--- config.mk ---
export PLATFORM = sky130hd
export DESIGN_NAME = sctc_front
export DESIGN_NICKNAME = d
export VERILOG_FILES = /design/src/rtl/sector_cache_clock_tags_core_assert.svh /design/src/rtl/sctc_pkg.sv /design/src/rtl/sctc_front.sv
export SDC_FILE = /design/constraint.sdc
export NUM_CORES = 1
export LEC_CHECK = 0
export BUFFER_PORTS_ARGS = -buffer_cell sky130_fd_sc_hd__buf_4
export CAP_MARGIN = 0
export CORE_MARGIN = 2
export CORE_UTILIZATION = 46
export DETAILED_ROUTE_END_ITERATION = 8
export GPL_TIMING_DRIVEN = 0
export PLACE_DENSITY = 0.75
export SLEW_MARGIN = 10
export SYNTH_ARGS = -nofsm -noshare
export SYNTH_HDL_FRONTEND = slang
export SYNTH_SLANG_ARGS = --single-unit
--- constraint.sdc ---
create_clock -name clock -period 2 [get_ports clock]
set_clock_uncertainty 0.1 [all_clocks]
set_input_delay 0.4 -clock clock [delete_from_list [all_inputs] [get_ports clock]]
set_output_delay 0.4 -clock clock [all_outputs]
set_load 0.02 [all_outputs]
--- src/rtl/sector_cache_clock_tags_core_assert.svh ---
// Assertion macros for the sector cache tag engine
`ifndef SECTOR_CACHE_CLOCK_TAGS_CORE_ASSERT_SVH
`define SECTOR_CACHE_CLOCK_TAGS_CORE_ASSERT_SVH
`ifndef NO_ASSERTIONS
`define SCTC_ASSERT(label, clk, rst, prop, msg) \
   label: assert property (@(posedge clk) disable iff (rst) prop) else $error(msg);
`define SCTC_ASSERT_ALWAYS(label, clk, prop, msg) \
   label: assert property (@(posedge clk) prop) else $error(msg);
`else
`define SCTC_ASSERT(label, clk, rst, prop, msg)
`define SCTC_ASSERT_ALWAYS(label, clk, prop, msg)
`endif
`endif

--- src/rtl/sctc_pkg.sv ---
// Shared types and constants for the sector cache tag engine
package sctc_pkg;
   localparam int DEF_CACHE_SLOTS = 64;
   localparam int DEF_SECTOR_BITS = 32;

   localparam logic [1:0] OP_READ    = 2'd0;
   localparam logic [1:0] OP_WRITE   = 2'd1;
   localparam logic [1:0] OP_RELEASE = 2'd2;
   localparam logic [1:0] OP_FLUSH   = 2'd3;

   typedef struct packed {
      logic [1:0]  op;
      logic [31:0] sector;
   } req_type;

   typedef struct packed {
      logic [5:0]  slot;
      logic        hit;
      logic        fetch_needed;
      logic        writeback_valid;
      logic [31:0] writeback_sector;
      logic        last;
   } rsp_type;

   typedef struct packed {
      logic is_flush;
      logic is_release;
      logic is_write;
   } cls_type;
endpackage

--- src/rtl/sctc_front.sv ---
// Request intake: classify each request and queue it for the back end
module sctc_front #(
   parameter int SECTOR_BITS = sctc_pkg::DEF_SECTOR_BITS
) (
   input  logic                   clock,
   input  logic                   reset,
   input  logic                   req_valid,
   output logic                   req_ready,
   input  sctc_pkg::req_type      req_payload,
   output logic                   q_valid,
   output sctc_pkg::cls_type      q_cls,
   output logic [SECTOR_BITS-1:0] q_sector,
   input  logic                   q_pop
);
   sctc_pkg::cls_type      cls_ff [2];
   logic [SECTOR_BITS-1:0] sec_ff [2];
   logic [1:0]             count_ff, count_in;
   logic                   wr_ptr_ff, rd_ptr_ff;
   sctc_pkg::cls_type      cls;
   logic [63:0]            sec_ext;
   logic                   push;

   always_comb begin
      cls = '0;
      case (req_payload.op)
         sctc_pkg::OP_READ:    cls = '0;
         sctc_pkg::OP_WRITE:   cls.is_write = 1'b1;
         sctc_pkg::OP_RELEASE: cls.is_release = 1'b1;
         sctc_pkg::OP_FLUSH:   cls.is_flush = 1'b1;
         default:              cls = '0;
      endcase
   end

   assign sec_ext   = {32'd0, req_payload.sector};
   assign req_ready = (count_ff != 2'd2);
   assign push      = req_valid && req_ready;
   assign q_valid   = (count_ff != 2'd0);
   assign q_cls     = cls_ff[rd_ptr_ff];
   assign q_sector  = sec_ff[rd_ptr_ff];
   assign count_in  = count_ff + {1'b0, push} - {1'b0, q_pop && q_valid};

   always_ff @(posedge clock) begin
      if (push) begin
         cls_ff[wr_ptr_ff] <= cls;
         sec_ff[wr_ptr_ff] <= sec_ext[SECTOR_BITS-1:0];
      end
      if (reset) begin
         count_ff  <= 2'd0;
         wr_ptr_ff <= 1'b0;
         rd_ptr_ff <= 1'b0;
      end else begin
         count_ff <= count_in;
         if (push) wr_ptr_ff <= ~wr_ptr_ff;
         if (q_pop && q_valid) rd_ptr_ff <= ~rd_ptr_ff;
      end
   end
endmodule

==> results <==
- The post-detailed-route via-to-cell ratio is 4.87.
- For this run, asynchronously set or reset flops after synthesis account for 0%.
- From bottom edge to top edge, the die measures 82.1 um.
- The congestion estimate from routability-driven global placement came to 0.734.
- The highest achievable clock rate is 513 MHz.
- The synthesized design contains 70 enable-type register cells.
- The wire-length estimate of the detail-placed layout is 3020 um.
- The total routed wirelength is 4560 um.
- For this run, the register share of the synthesized area comes to 78.6%.
- For this run, design rule violations remaining after detail routing come to 0.
- Setup repair after global routing left no endpoint under its margin.
- The floorplan step defined a die boundary enclosing 6730 um^2.
- The total overflow left after global routing is 0.
- After the first detailed-routing iteration, the DRC count stood at 27.
- The number of nets in the finished design is 268.
- The most common library cell in the layout ignoring fill and taps is sky130_fd_sc_hd__buf_4.
- Across the run, the number of max-cap violations was 0.
- STA classifies the critical path endpoint as an output port.
- The flip-flop and latch area is 2200 um^2.
- The worst-case IR drop observed on VDD is 0.633 mV.
- Counting the buffers created by CTS gives 9.
- In this run the worst hold path is classified as input port to flip-flop.
- The worst-margin pin slew is 0.776 ns.
- The later pin in the worst-skew pair is clocked with a latency of 0.34 ns.
- The multi-input logic area is 586 um^2.
- The data required time at the worst endpoint is 1.50 ns.
- The max-slew violation total from the final report came to 0.
- For this configuration, the core starts out at a cell density of 47.3%.
- The count of endpoints failing hold in the final timing report is 0.
- The clock root buffer master is sky130_fd_sc_hd__clkbuf_8.
- In this run the standard cell core region covers 5920 um^2.
- The capturing point of the worst reg2reg path is sec_ff[0][24]$_DFFE_PP_.
- The via count of the first global-routing pass is 1,528.
- The number of cells on the worst reg-to-reg path is 3.
- The first global-routing pass estimated 6870 um of wire.
- For the finished layout, the period the worst path requires is 1.95 ns.
- The final design area excluding fillers is 3720 um^2.
- Buffers placed on the I/O ports in this run total 74.
- The total number of vias is 1,504.
- The number of nets handed over by synthesis was 180.
- The residual antenna-violating net count after detailed routing is 0.
- The startpoint type of the worst setup path is a flip-flop.
- The critical path in this run is classified as flip-flop to output port.
- In the final routed layout, each cell accounts on average for 14.8 um.
- The filler cell count is 460.
- The floorplan has 28 rows.
- Including well taps, the total number of placed cells is 290.
- The number of detailed-route iterations in the first pass is 4.
- For this run, the number of standard cells in the final layout without fillers is 309.
- The largest fanout on the critical path is 10.
- The leakage power summed over all cells is 1.41 nW.
- The setup slack of the worst register-to-register path is 0.16 ns.
- Counting distinct cell types in the post-synthesis netlist gives 25.
- The Yosys step of the flow raised 0 warnings.
- The clock-pin slew of the registers on the worst-case setup and hold paths is 0.08 ns.
- Pin placement for this block handled 75 I/O pins.
- Measured against its own limit, the worst slew margin works out to 48.2%.
- The tree built by TritonCTS fans out to 75 sinks.
- The number of diodes is 0.
- Counting flops and latches in the post-synthesis netlist gives 75.
- The number of hold buffers added after cts is 0.
- The largest buffer count on any clock path is 2.
- The arrival time reported for the critical path endpoint is 1.45 ns.
- In this run the power density over the cells is 1110 nW/um^2.
- The top cell types in the final layout, fill and taps aside, are sky130_fd_sc_hd__buf_4, sky130_fd_sc_hd__edfxtp_1, sky130_fd_sc_hd__mux2_1, sky130_fd_sc_hd__clkbuf_8.
- The number of antenna violations at the first check in global routing is 0.
- TritonCTS built the clock tree.
- Setup violations remaining at the end of the flow were counted as 0.
- The synthesized netlist occupies a cell area of 2800 um^2.
- The run finished with clean final reports.
- The dominant synthesized flop cell is sky130_fd_sc_hd__edfxtp_1.
- The final critical path takes up 97.6% of the cycle.
- From synthesis to final layout, the design area changed by 32.8%.
- CTS built an H-tree with a depth of 3.
- The standard cell area after detailed placement is 3450 um^2.
- Synthesis handed over a netlist of 141 instances.
- The die is 82.1 um wide.
- Entering global routing, the biggest net connects 36 pins.
- In the final layout, the share of cells above drive strength 1 is 44.9%.
- For this run, the total global-route usage over all layers was measured as 14.4%.
- The most critical setup path has its endpoint at q_sector[10].
- The per-instance average area after synthesis is 19.9 um^2.
- The startpoint identified for the worst register-to-register timing path is count_ff[0]$_SDFF_PP0_.
## critical path, cell delays in order, from the launching register on
cell and delay, ns:
sky130_fd_sc_hd__dfxtp_2 0.34, sky130_fd_sc_hd__buf_8 0.14, sky130_fd_sc_hd__buf_12 0.14, sky130_fd_sc_hd__mux2_1 0.33
sky130_fd_sc_hd__buf_4 0.16
## sequential cells by signal (all words and copies together) (netlist names), named ones only
| register | flops |
|---|---|
| cls_ff | 6 |
| rd_ptr_ff | 1 |
| wr_ptr_ff | 1 |
| count_ff | 2 |
| sec_ff | 64 |
## worst min path at each step
stage	startpoint	depth (start not counted)	slack (ns)	to
CTS	req_payload[11]	1	0.12	sec_ff[0][11]$_DFFE_PP_
global placement	rd_ptr_ff$_SDFFE_PP0P_	2	0.39	rd_ptr_ff$_SDFFE_PP0P_
floorplan	reset	1	0.37	wr_ptr_ff$_SDFFE_PP0P_
finish	req_payload[16]	1	0.14	sec_ff[0][16]$_DFFE_PP_
global route	req_payload[20]	1	0.12	sec_ff[0][20]$_DFFE_PP_
detailed placement	rd_ptr_ff$_SDFFE_PP0P_	2	0.40	rd_ptr_ff$_SDFFE_PP0P_
## final cells by class
class                      instances  area share [%]
timing repair buffer              77            16.0
clock inverter                     7            1.21
multi-input combinational         61            15.7
clock buffer                       9            3.33
sequential                        75            59.2
buffer                             4            1.88
inverter                           1           0.101
tap                               75            2.52
## stage by stage
step                TNS (ns)  power (mW)  util (%)  hold WS [ns]  worst slack (ns)
finish                     0        4.12      62.8         0.138            0.0489
global route               0        4.31      62.8         0.118          0.000415
CTS                        0        4.10      61.9         0.119           0.00487
detailed placement         0        3.07      58.3         0.402            0.0914
global placement       -9.84        3.05      58.3         0.387            -0.283
floorplan                  0        2.62         -         0.369           0.00378
## what timing repair did
item,4_1_cts,5_1_grt
setup endpoints to repair,30,57
resized for setup,8,8
pin swaps,0,0
buffers inserted,2,0
cloned,0,1
hold endpoints to repair,0,0
## Yosys cell counts, types with 2 or more instances
master                     instances  area share, %
sky130_fd_sc_hd__nor2_1            4           0.54
sky130_fd_sc_hd__mux2_1           35             14
sky130_fd_sc_hd__buf_4             3           0.80
sky130_fd_sc_hd__and3_1            2           0.45
sky130_fd_sc_hd__dfxtp_1           5            3.6
sky130_fd_sc_hd__edfxtp_1         70             75
sky130_fd_sc_hd__nor2b_1           4           0.89
## cells by family (layout without fill, tap and decap cells)
group / after synthesis / count (layout) / share of synthesized area [%]
AOI/OAI and AO/OA: 6 / 6 / 1.56
xor gates and xnor gates: 1 / 1 / 0.313
buffers and inverters: 5 / 98 / 1.12
adders and majority gates: 1 / 1 / 0.446
and+or+nand+nor: 18 / 18 / 3.93
DFF: 75 / 75 / 78.6
muxes: 35 / 35 / 14.1
## report_power, final
part | internal, mW | total (mW) | switching [mW]
combinational | 0.581 | 1.18 | 0.599
sequential | 1.91 | 1.96 | 0.0516
clock | 0.442 | 0.978 | 0.536
## routing by layer
metal  global-route usage (%)  vias to the layer above  share of wire, %
met5                        0                        -                 0
met1                     15.7                      725                39
met4                     6.50                        0               1.4
met2                     24.5                       52                52
li1                         -                      720                 -
met3                     6.15                        7               8.1
(Power assumes the default switching activity.)
